File: src/rtl/adcal_pkg.sv
// shared types, constants and helpers for the adc average / deadband / calibrate block
// no dependencies
package adcal_pkg;

  localparam int unsigned RUN_LENGTH = 16;
  localparam int unsigned DATA_W = 8;
  localparam int unsigned SUM_W = $clog2(255 * RUN_LENGTH + 1);
  localparam int unsigned CNT_W = $clog2(RUN_LENGTH);
  localparam int unsigned DIV_W = DATA_W;
  localparam int unsigned PROD_W = 2 * DATA_W;
  localparam int unsigned DVD_W = PROD_W;
  localparam int unsigned STEP_W = $clog2(DVD_W);
  localparam int unsigned SEG_W = 7;
  localparam int unsigned CFG_IDX_W = 2;

  localparam logic [DATA_W-1:0] LOW_LIMIT_RST = 8'h1A;
  localparam logic [DATA_W-1:0] HIGH_LIMIT_RST = 8'hC0;
  localparam logic [DATA_W-1:0] DEADBAND_RST = 8'd2;
  localparam logic [DATA_W-1:0] FULL_SCALE = 8'd255;

  typedef enum logic [CFG_IDX_W-1:0] {
    CFG_LOW_LIMIT  = 2'd0,
    CFG_HIGH_LIMIT = 2'd1,
    CFG_DEADBAND   = 2'd2
  } cfg_idx_e;

  typedef enum logic [2:0] {
    ST_IDLE,
    ST_AVG,
    ST_CAL,
    ST_CAL_WAIT,
    ST_FIN
  } state_e;

  typedef struct packed {
    logic             start;
    logic [DVD_W-1:0] dividend;
    logic [DIV_W-1:0] divisor;
  } div_req_t;

  typedef struct packed {
    logic             done;
    logic [DVD_W-1:0] quotient;
  } div_rsp_t;

  localparam logic [SEG_W-1:0] SEG_TABLE [16] = '{
    7'h3F, 7'h06, 7'h5B, 7'h4F, 7'h66, 7'h6D, 7'h7D, 7'h07,
    7'h7F, 7'h6F, 7'h77, 7'h7C, 7'h39, 7'h5E, 7'h79, 7'h71
  };

  function automatic logic [SEG_W-1:0] seg_of(input logic [3:0] digit);
    return SEG_TABLE[digit];
  endfunction

endpackage

File: src/rtl/adcal_in_if.sv
// input channel: one converter sample word with its compare value
// depends on adcal_pkg
interface adcal_in_if;
  logic                          valid;
  logic                          ready;
  logic [adcal_pkg::DATA_W-1:0]  sample;
  logic [adcal_pkg::DATA_W-1:0]  compare_value;

  modport source (output valid, output sample, output compare_value, input ready);
  modport sink (input valid, input sample, input compare_value, output ready);
endinterface

File: src/rtl/adcal_out_if.sv
// output channel: one calibrated result word per run
// depends on adcal_pkg
interface adcal_out_if;
  logic                          valid;
  logic                          ready;
  logic [adcal_pkg::DATA_W-1:0]  level;
  logic [adcal_pkg::DATA_W-1:0]  held_level;
  logic [adcal_pkg::SEG_W-1:0]   high_segments;
  logic [adcal_pkg::SEG_W-1:0]   low_segments;
  logic                          match;

  modport source (output valid, output level, output held_level, output high_segments,
                  output low_segments, output match, input ready);
  modport sink (input valid, input level, input held_level, input high_segments,
                input low_segments, input match, output ready);
endinterface

File: src/rtl/adcal_div.sv
// shared restoring divider, one quotient bit per cycle
// depends on adcal_pkg
module adcal_div (
  input  logic                clk_i,
  input  logic                rst_ni,
  input  adcal_pkg::div_req_t req_i,
  output adcal_pkg::div_rsp_t rsp_o
);
  import adcal_pkg::*;

  logic              busy_q, busy_d;
  logic              done_q, done_d;
  logic [STEP_W-1:0] step_q, step_d;
  logic [DIV_W-1:0]  rem_q, rem_d;
  logic [DVD_W-1:0]  quo_q, quo_d;
  logic [DIV_W-1:0]  dsr_q, dsr_d;
  logic [DIV_W:0]    rem_sh;
  logic              ge;

  always_comb begin
    rem_sh = {rem_q, quo_q[DVD_W-1]};
    ge     = rem_sh >= {1'b0, dsr_q};
    busy_d = busy_q;
    done_d = 1'b0;
    step_d = step_q;
    rem_d  = rem_q;
    quo_d  = quo_q;
    dsr_d  = dsr_q;
    if (req_i.start) begin
      busy_d = 1'b1;
      step_d = STEP_W'(DVD_W - 1);
      rem_d  = '0;
      quo_d  = req_i.dividend;
      dsr_d  = req_i.divisor;
    end else if (busy_q) begin
      rem_d = ge ? DIV_W'(rem_sh - {1'b0, dsr_q}) : DIV_W'(rem_sh);
      quo_d = {quo_q[DVD_W-2:0], ge};
      if (step_q == '0) begin
        busy_d = 1'b0;
        done_d = 1'b1;
      end else begin
        step_d = step_q - 1'b1;
      end
    end
  end

  always_ff @(posedge clk_i or negedge rst_ni) begin
    if (!rst_ni) begin
      busy_q <= 1'b0;
      done_q <= 1'b0;
      step_q <= '0;
    end else begin
      busy_q <= busy_d;
      done_q <= done_d;
      step_q <= step_d;
    end
  end

  always_ff @(posedge clk_i) begin
    rem_q <= rem_d;
    quo_q <= quo_d;
    dsr_q <= dsr_d;
  end

  assign rsp_o.done     = done_q;
  assign rsp_o.quotient = quo_q;

endmodule

File: src/rtl/adc_average_deadband_calibrate_unit.sv
// top level: run accumulator, deadband hold, calibration sequencer, output register
// depends on adcal_pkg, adcal_in_if, adcal_out_if, adcal_div
// a sample that does not end a run is taken while ready stays high
// a run-ending sample holds ready low through average, calibrate, a wait on the shared
//   bit-serial divider, and finish; the wait is skipped when the level clamps to 0 or 255
// the result word shows with ready's return; a stalled word delays the next run end
// reset: limits 26 / 192, deadband 2, sum, count and held average cleared
module adc_average_deadband_calibrate_unit (
  input  logic                            clk_i,
  input  logic                            rst_ni,
  adcal_in_if.sink                        in_if,
  adcal_out_if.source                     out_if,
  input  logic                            cfg_we_i,
  input  logic [adcal_pkg::CFG_IDX_W-1:0] cfg_idx_i,
  input  logic [adcal_pkg::DATA_W-1:0]    cfg_data_i
);
  import adcal_pkg::*;

  state_e            state_q, state_d;
  logic [SUM_W-1:0]  sum_q, sum_d, sum_add;
  logic [CNT_W-1:0]  cnt_q, cnt_d;
  logic [DATA_W-1:0] held_q, held_d;
  logic [DATA_W-1:0] cmp_q, cmp_d;
  logic [DATA_W-1:0] lvl_q, lvl_d;
  logic [DATA_W-1:0] low_q, high_q, band_q;
  logic [DATA_W-1:0] avg, quo, diff, span;
  logic [PROD_W-1:0] prod;
  logic              out_load;
  logic              out_valid_q, out_valid_d;
  logic [DATA_W-1:0] out_level_q, out_held_q;
  logic [SEG_W-1:0]  out_hseg_q, out_lseg_q;
  logic              out_match_q;
  div_req_t          div_req;
  div_rsp_t          div_rsp;

  adcal_div u_div (
    .clk_i  (clk_i),
    .rst_ni (rst_ni),
    .req_i  (div_req),
    .rsp_o  (div_rsp)
  );

  always_ff @(posedge clk_i or negedge rst_ni) begin
    if (!rst_ni) begin
      low_q  <= LOW_LIMIT_RST;
      high_q <= HIGH_LIMIT_RST;
      band_q <= DEADBAND_RST;
    end else if (cfg_we_i) begin
      case (cfg_idx_e'(cfg_idx_i))
        CFG_LOW_LIMIT:  low_q  <= cfg_data_i;
        CFG_HIGH_LIMIT: high_q <= cfg_data_i;
        CFG_DEADBAND:   band_q <= cfg_data_i;
        default: ;
      endcase
    end
  end

  always_comb begin
    sum_add = sum_q + SUM_W'(in_if.sample);
    avg     = DATA_W'(sum_q / RUN_LENGTH);
    quo     = div_rsp.quotient[DATA_W-1:0];
    diff    = (avg >= held_q) ? avg - held_q : held_q - avg;
    span    = held_q - low_q;
    prod    = {span, DATA_W'(0)} - PROD_W'(span);
  end

  always_comb begin
    state_d          = state_q;
    sum_d            = sum_q;
    cnt_d            = cnt_q;
    held_d           = held_q;
    cmp_d            = cmp_q;
    lvl_d            = lvl_q;
    out_load         = 1'b0;
    div_req.start    = 1'b0;
    div_req.dividend = '0;
    div_req.divisor  = '0;
    in_if.ready      = (state_q == ST_IDLE);
    case (state_q)
      ST_IDLE: begin
        if (in_if.valid) begin
          sum_d = sum_add;
          cmp_d = in_if.compare_value;
          if (cnt_q == CNT_W'(RUN_LENGTH - 1)) begin
            cnt_d   = '0;
            state_d = ST_AVG;
          end else begin
            cnt_d = cnt_q + 1'b1;
          end
        end
      end
      ST_AVG: begin
        sum_d = '0;
        if (diff > band_q) held_d = avg;
        state_d = ST_CAL;
      end
      ST_CAL: begin
        if (held_q <= low_q) begin
          lvl_d   = '0;
          state_d = ST_FIN;
        end else if (held_q >= high_q) begin
          lvl_d   = FULL_SCALE;
          state_d = ST_FIN;
        end else begin
          div_req.start    = 1'b1;
          div_req.dividend = DVD_W'(prod);
          div_req.divisor  = DIV_W'(high_q - low_q);
          state_d          = ST_CAL_WAIT;
        end
      end
      ST_CAL_WAIT: begin
        if (div_rsp.done) begin
          lvl_d   = quo;
          state_d = ST_FIN;
        end
      end
      ST_FIN: begin
        if (!out_valid_q || out_if.ready) begin
          out_load = 1'b1;
          state_d  = ST_IDLE;
        end
      end
      default: state_d = ST_IDLE;
    endcase
    out_valid_d = out_load | (out_valid_q & ~out_if.ready);
  end

  always_ff @(posedge clk_i or negedge rst_ni) begin
    if (!rst_ni) begin
      state_q     <= ST_IDLE;
      sum_q       <= '0;
      cnt_q       <= '0;
      held_q      <= '0;
      out_valid_q <= 1'b0;
    end else begin
      state_q     <= state_d;
      sum_q       <= sum_d;
      cnt_q       <= cnt_d;
      held_q      <= held_d;
      out_valid_q <= out_valid_d;
    end
  end

  always_ff @(posedge clk_i) begin
    cmp_q <= cmp_d;
    lvl_q <= lvl_d;
    if (out_load) begin
      out_level_q <= lvl_q;
      out_held_q  <= held_q;
      out_hseg_q  <= seg_of(lvl_q[7:4]);
      out_lseg_q  <= seg_of(lvl_q[3:0]);
      out_match_q <= (lvl_q == cmp_q);
    end
  end

  assign out_if.valid         = out_valid_q;
  assign out_if.level         = out_level_q;
  assign out_if.held_level    = out_held_q;
  assign out_if.high_segments = out_hseg_q;
  assign out_if.low_segments  = out_lseg_q;
  assign out_if.match         = out_match_q;

endmodule

File: src/flat_wrapper.sv
// flat-port wrapper written by rule: the top's interface ports become plain ports
module adc_average_deadband_calibrate_unit_flat import adcal_pkg::*;
  (clk_i, rst_ni, cfg_we_i, cfg_idx_i, cfg_data_i, in_if_valid, in_if_sample, in_if_compare_value, in_if_ready, out_if_valid, out_if_level, out_if_held_level, out_if_high_segments, out_if_low_segments, out_if_match, out_if_ready);
  adcal_in_if in_if_i ();
  adcal_out_if out_if_i ();
  input  logic clk_i;
  input  logic rst_ni;
  input  logic cfg_we_i;
  input  logic [adcal_pkg::CFG_IDX_W-1:0] cfg_idx_i;
  input  logic [adcal_pkg::DATA_W-1:0] cfg_data_i;
  input wire logic [$bits(in_if_i.valid)-1:0] in_if_valid;
  input wire logic [$bits(in_if_i.sample)-1:0] in_if_sample;
  input wire logic [$bits(in_if_i.compare_value)-1:0] in_if_compare_value;
  output wire logic [$bits(in_if_i.ready)-1:0] in_if_ready;
  output wire logic [$bits(out_if_i.valid)-1:0] out_if_valid;
  output wire logic [$bits(out_if_i.level)-1:0] out_if_level;
  output wire logic [$bits(out_if_i.held_level)-1:0] out_if_held_level;
  output wire logic [$bits(out_if_i.high_segments)-1:0] out_if_high_segments;
  output wire logic [$bits(out_if_i.low_segments)-1:0] out_if_low_segments;
  output wire logic [$bits(out_if_i.match)-1:0] out_if_match;
  input wire logic [$bits(out_if_i.ready)-1:0] out_if_ready;
  assign in_if_i.valid = in_if_valid;
  assign in_if_i.sample = in_if_sample;
  assign in_if_i.compare_value = in_if_compare_value;
  assign in_if_ready = in_if_i.ready;
  assign out_if_valid = out_if_i.valid;
  assign out_if_level = out_if_i.level;
  assign out_if_held_level = out_if_i.held_level;
  assign out_if_high_segments = out_if_i.high_segments;
  assign out_if_low_segments = out_if_i.low_segments;
  assign out_if_match = out_if_i.match;
  assign out_if_i.ready = out_if_ready;
  adc_average_deadband_calibrate_unit u_core (.clk_i(clk_i), .rst_ni(rst_ni), .in_if(in_if_i), .out_if(out_if_i), .cfg_we_i(cfg_we_i), .cfg_idx_i(cfg_idx_i), .cfg_data_i(cfg_data_i));
endmodule
File: config.mk
export PLATFORM = sky130hd
export DESIGN_NAME = adc_average_deadband_calibrate_unit_flat
export DESIGN_NICKNAME = d
export VERILOG_FILES = /design/src/rtl/adcal_pkg.sv /design/src/rtl/adcal_in_if.sv /design/src/rtl/adcal_out_if.sv /design/src/rtl/adcal_div.sv /design/src/rtl/adc_average_deadband_calibrate_unit.sv /design/src/flat_wrapper.sv
export SDC_FILE = /design/constraint.sdc
export NUM_CORES = 1
export LEC_CHECK = 0
export BUFFER_PORTS_ARGS = -buffer_cell sky130_fd_sc_hd__buf_2
export CAP_MARGIN = 40
export CORE_UTILIZATION = 45
export DETAILED_ROUTE_END_ITERATION = 16
export HOLD_SLACK_MARGIN = 0.06
export PLACE_DENSITY = 0.74
export SKIP_CTS_REPAIR_TIMING = 1
export SYNTH_ARGS = -nofsm -noshare
export SYNTH_HDL_FRONTEND = slang
export SYNTH_HIERARCHICAL = 1
export SYNTH_SLANG_ARGS = --single-unit
File: constraint.sdc
create_clock -name clk_i -period 4 [get_ports clk_i]
set_input_delay 0.8 -clock clk_i [delete_from_list [all_inputs] [get_ports clk_i]]
set_output_delay 0.8 -clock clk_i [all_outputs]
set_load 0.01 [all_outputs]
==> PnR_summary.wiki <==
{| class="wikitable"
! Metric !! Value
|-
| Number of synthesized flops with an enable pin || 71
|-
| Net count reported at finish || around 1000
|-
| WP data arrival || approximately 4.1 ns
|-
| CP required || 4.28 ns
|-
| Top flip-flop cell by instance count after synthesis || sky130_fd_sc_hd__edfxtp_1
|-
| Core area || ~0.019 sq mm
|-
| Synthesized area per cell || a little over 10 sq um
|-
| Die Span X || 141.4 um
|-
| Antenna fix cells || 0
|-
| Clock period minus worst slack || approximately 3.8 ns
|-
| Type of the worst setup path || register to register
|-
| Proportion of synthesized flip-flops having asynchronous set or reset || between 40% and 50%
|-
| Power per unit of standard cell area || just under 700 mW/mm^2
|-
| Top library cells by usage in the layout, fill and taps aside || sky130_fd_sc_hd__inv_1 (83), sky130_fd_sc_hd__ha_1 (80), sky130_fd_sc_hd__edfxtp_1 (71)
|-
| Root buf cell || sky130_fd_sc_hd__clkbuf_16
|-
| Fin crit share || between 90 and 100%
|-
| Initial core utilization || 46.26%
|-
| Most common cell after layout, fill and taps aside || sky130_fd_sc_hd__inv_1
|-
| Cell type of the slowest stage on the worst timing path || sky130_fd_sc_hd__dfrtp_1
|-
| Power share of the combinational group || between 40 and 50%
|-
| FMAX || ~0.26 GHz
|-
| Pin count of the biggest net entering global routing || 44
|-
| Yosys top cell area share || 24.40%
|-
| Height of the chip || about 140 um
|-
| Total half-perimeter wirelength after legalization and detailed placement || around 14000 um
|-
| Critical Path End Type || register
|-
| Overall die area || approximately 0.020 sq mm
|-
| Number of antenna violations at the first check in global routing || 0
|-
| Final routed wirelength across all metal layers || around 19000 um
|-
| Internal Power || approximately 4.2 mW
|-
| Relative slew slack || between 40% and 50%
|-
| Vias in the first global route || about 6300
|-
| Clk_lat worst skew || 0.42 ns
|-
| Clock transition at the register clock pins on the worst setup and hold paths after CTS || about 0.070 ns
|-
| Endpoints failing hold || 0
|-
| Setup-failing EPs final || 0
|-
| Part of the total power dissipated in sequential elements || between 20% and 30%
|-
| Net switching component of the power || about 2.7 mW
|-
| Antenna-violating nets left || 0
|-
| Final Wtd Congestion || slightly below 0.9
|-
| Mapped cell area || 0.008740 sq mm
|-
| Crit-path max cell delay || roughly 0.4 ns
|-
| Fin Setup TNS || 0 ns
|-
| Sequential share of the synthesized area || a little over two fifths
|-
| DRC Markers || 0
|-
| Crit path cell chain || inv_1 -> ha_1 -> inv_1 -> fa_1 -> a21o_1 -> a21oi_2 -> a31oi_1 -> a211o_1 -> buf_4 -> mux2i_2 -> xnor2_1 -> ha_1 -> o21a_1 -> o21ai_1 -> a21oi_1 -> o311a_1 -> buf_4 -> mux2i_1
|-
| Number of distinct standard cells referenced by the synthesized netlist || 76
|-
| Number of storage elements in the synthesis netlist || between 100 and 150
|-
| Fraction of power spent switching nets || roughly two fifths
|-
| Aggregate global routing overflow || 0
|-
| H-Tree Level Count || 4
|-
| Detailed Routing Iterations Pass 1 || 5
|-
| Global-route usage over all layers || 19.74%
|-
| Via Count || approximately 6500
|-
| Site row count || 50
|-
| Number of pins exceeding their max-slew limit in the final report || 0
|-
| Largest register by flop count || u_core/u_div/quo_q
|-
| Wire length of the first global-routing pass || 30970 um
|-
| Static power due to leakage || 4.378 nW
|-
| Clock Power Share || roughly a quarter
|-
| Slew of the pin with the lowest slew margin || between 0.7 and 0.8 ns
|-
| Average wire length per cell after detail routing || ~16 um
|-
| Top area cells in the synthesized netlist || sky130_fd_sc_hd__edfxtp_1 (24%), sky130_fd_sc_hd__dfrtp_1 (15%), sky130_fd_sc_hd__ha_1 (11%)
|-
| Result of the run || finished, final reports clean
|-
| Number of buffers added by the clock tree synthesis step || 17
|-
| Largest regs || u_core/u_div/quo_q (16), u_core/sum_q (12)
|-
| Clock tree buffer depth || 2
|-
| Number of top-level pins || 64
|-
| Number of buffer and inverter instances along the worst setup path || 4
|-
| Worst Skew || roughly 0.011 ns
|-
| I/O Buffers || 63
|-
| Clock sink count || between 100 and 150
|-
| Biggest area consumer among synthesized cells || sky130_fd_sc_hd__edfxtp_1
|-
| First-iteration detailed-routing DRC count || 418
|-
| Overall power || just under 7 mW
|-
| Kind of launch point of the worst setup path || register
|-
| Largest fanout on the critical path || 7
|-
| Min-Delay Path Class || primary input to async pin
|-
| Net count of the mapped netlist || slightly below 1000
|-
| Synth warnings || 6
|-
| Largest register FFs || 16
|-
| Area growth from synthesis to layout || 14.40%
|-
| Largest voltage drop on the vdd net || just under 0.6 mV
|-
| Worst path top cell family by delay || compound AO/OA/AOI/OAI gates
|-
| # Max-Cap Violations || 0
|-
| Routed via count divided by cell count || 5.460
|-
| Setup repair after global routing missed its margin || no
|-
| Share of post-route cells with drive strength above 1 || between 10% and 20%
|-
| Gate count of the mapped netlist || 844
|-
| CTS tree || built
|}
## final cells by class
type / count / area, sq um
fill: 1687 / 8895
multi-input combinational: 593 / 4547
sequential: 137 / 3751
clock buffer: 21 / 503.0
timing repair buffer: 79 / 435.4
tap: 260 / 325.3
inverter: 84 / 315.3
clock inverter: 11 / 121.4
## synth_stat cells, types with 4 or more instances
master                     count
sky130_fd_sc_hd__a211o_1       7
sky130_fd_sc_hd__a211oi_1      8
sky130_fd_sc_hd__a21o_1       14
sky130_fd_sc_hd__a21oi_1      38
sky130_fd_sc_hd__a22oi_1       5
sky130_fd_sc_hd__a311oi_1      5
sky130_fd_sc_hd__a31o_2        8
sky130_fd_sc_hd__a31oi_1       6
sky130_fd_sc_hd__and3_1        7
sky130_fd_sc_hd__buf_2         8
sky130_fd_sc_hd__clkbuf_1     20
sky130_fd_sc_hd__dfrtp_1      52
sky130_fd_sc_hd__dfstp_2       6
sky130_fd_sc_hd__dfxtp_1       8
sky130_fd_sc_hd__edfxtp_1     71
sky130_fd_sc_hd__fa_1          6
sky130_fd_sc_hd__ha_1         80
sky130_fd_sc_hd__inv_1        83
sky130_fd_sc_hd__mux2_2       36
sky130_fd_sc_hd__mux2i_1      17
sky130_fd_sc_hd__nand2_1      45
sky130_fd_sc_hd__nand2b_1     12
sky130_fd_sc_hd__nand3_1      24
sky130_fd_sc_hd__nand3b_1      6
sky130_fd_sc_hd__nand4_1      14
sky130_fd_sc_hd__nor2_1       55
sky130_fd_sc_hd__nor2b_1      18
sky130_fd_sc_hd__nor3_1       11
sky130_fd_sc_hd__nor3b_1       8
sky130_fd_sc_hd__nor4_1        4
sky130_fd_sc_hd__o211ai_1      5
sky130_fd_sc_hd__o21a_1        8
sky130_fd_sc_hd__o21ai_0      45
sky130_fd_sc_hd__o31ai_1       4
sky130_fd_sc_hd__or2_2         4
sky130_fd_sc_hd__or3_1         4
sky130_fd_sc_hd__xnor2_1      28
sky130_fd_sc_hd__xor2_1        7
## through the flow
step                      hold slack, ns  util [%]  cell area (sq um)  std cells  worst slack [ns]
after floorplan                   0.4244         -               8740        844            0.2361
after global placement            0.4596     49.58               9366       1153            0.3315
after detailed placement          0.4693     49.58               9366       1153            0.2018
after CTS                         0.2938     52.88               9991       1185            0.1570
after global routing              0.3045     52.92               9998       1185          0.006885
final                             0.3020     52.92               9998       1185            0.2062
## layer usage
metal / routed length [um] / share of wire [%] / track usage [%]
met5: 0 / 0 / 0
met4: 367 / 1.9 / 6.808
met3: 584 / 3.1 / 3.780
met2: 9323 / 49 / 33.27
met1: 8567 / 45 / 25.37
## power by group through the flow
stage	clock network, mW	logic (mW)	registers, mW
2_1_floorplan	0	2.55	1.95
3_3_place_gp	0	3.17	1.99
3_5_place_dp	0	3.24	2.00
4_1_cts	1.66	3.28	1.98
5_1_grt	1.73	3.74	2.01
6_report	1.63	3.34	1.98
## path summary, 6_finish.rpt
kind                       slack [ns]                                    end                         start  cells past startpoint
hold / removal                   0.30          u_core/state_q[1]$_DFFE_PN0P_                        rst_ni                      1
hold reg to reg                  0.48  u_core/out_if.held_level[0]$_DFFE_PP_  u_core/held_q[0]$_DFFE_PN0P_                      0
min in group clk_i               0.48  u_core/out_if.held_level[0]$_DFFE_PP_  u_core/held_q[0]$_DFFE_PN0P_                      0
max in group asynchronous        2.78           u_core/high_q[6]$_DFFE_PN1P_                        rst_ni                      2
setup / recovery                 0.21           u_core/held_q[4]$_DFFE_PN0P_   u_core/sum_q[4]$_DFFE_PN0P_                     18
setup reg to reg                 0.21           u_core/held_q[4]$_DFFE_PN0P_   u_core/sum_q[4]$_DFFE_PN0P_                     18
## cells by family (layout without fill, tap and decap cells)
kind of cell             Yosys count  after routing  share of synthesized area, %
AO/OA/AOI/OAI                    190            190                         15.09
XOR/XNOR                          35             35                         3.508
adder cells (fa/ha/maj)           86             86                         12.83
buffers and inverters            114            195                         5.140
flip-flops                       137            137                         42.92
multiplexers                      55             55                         7.101
AND/OR/NAND/NOR                  227            227                         13.41
(Power assumes the default switching activity.)
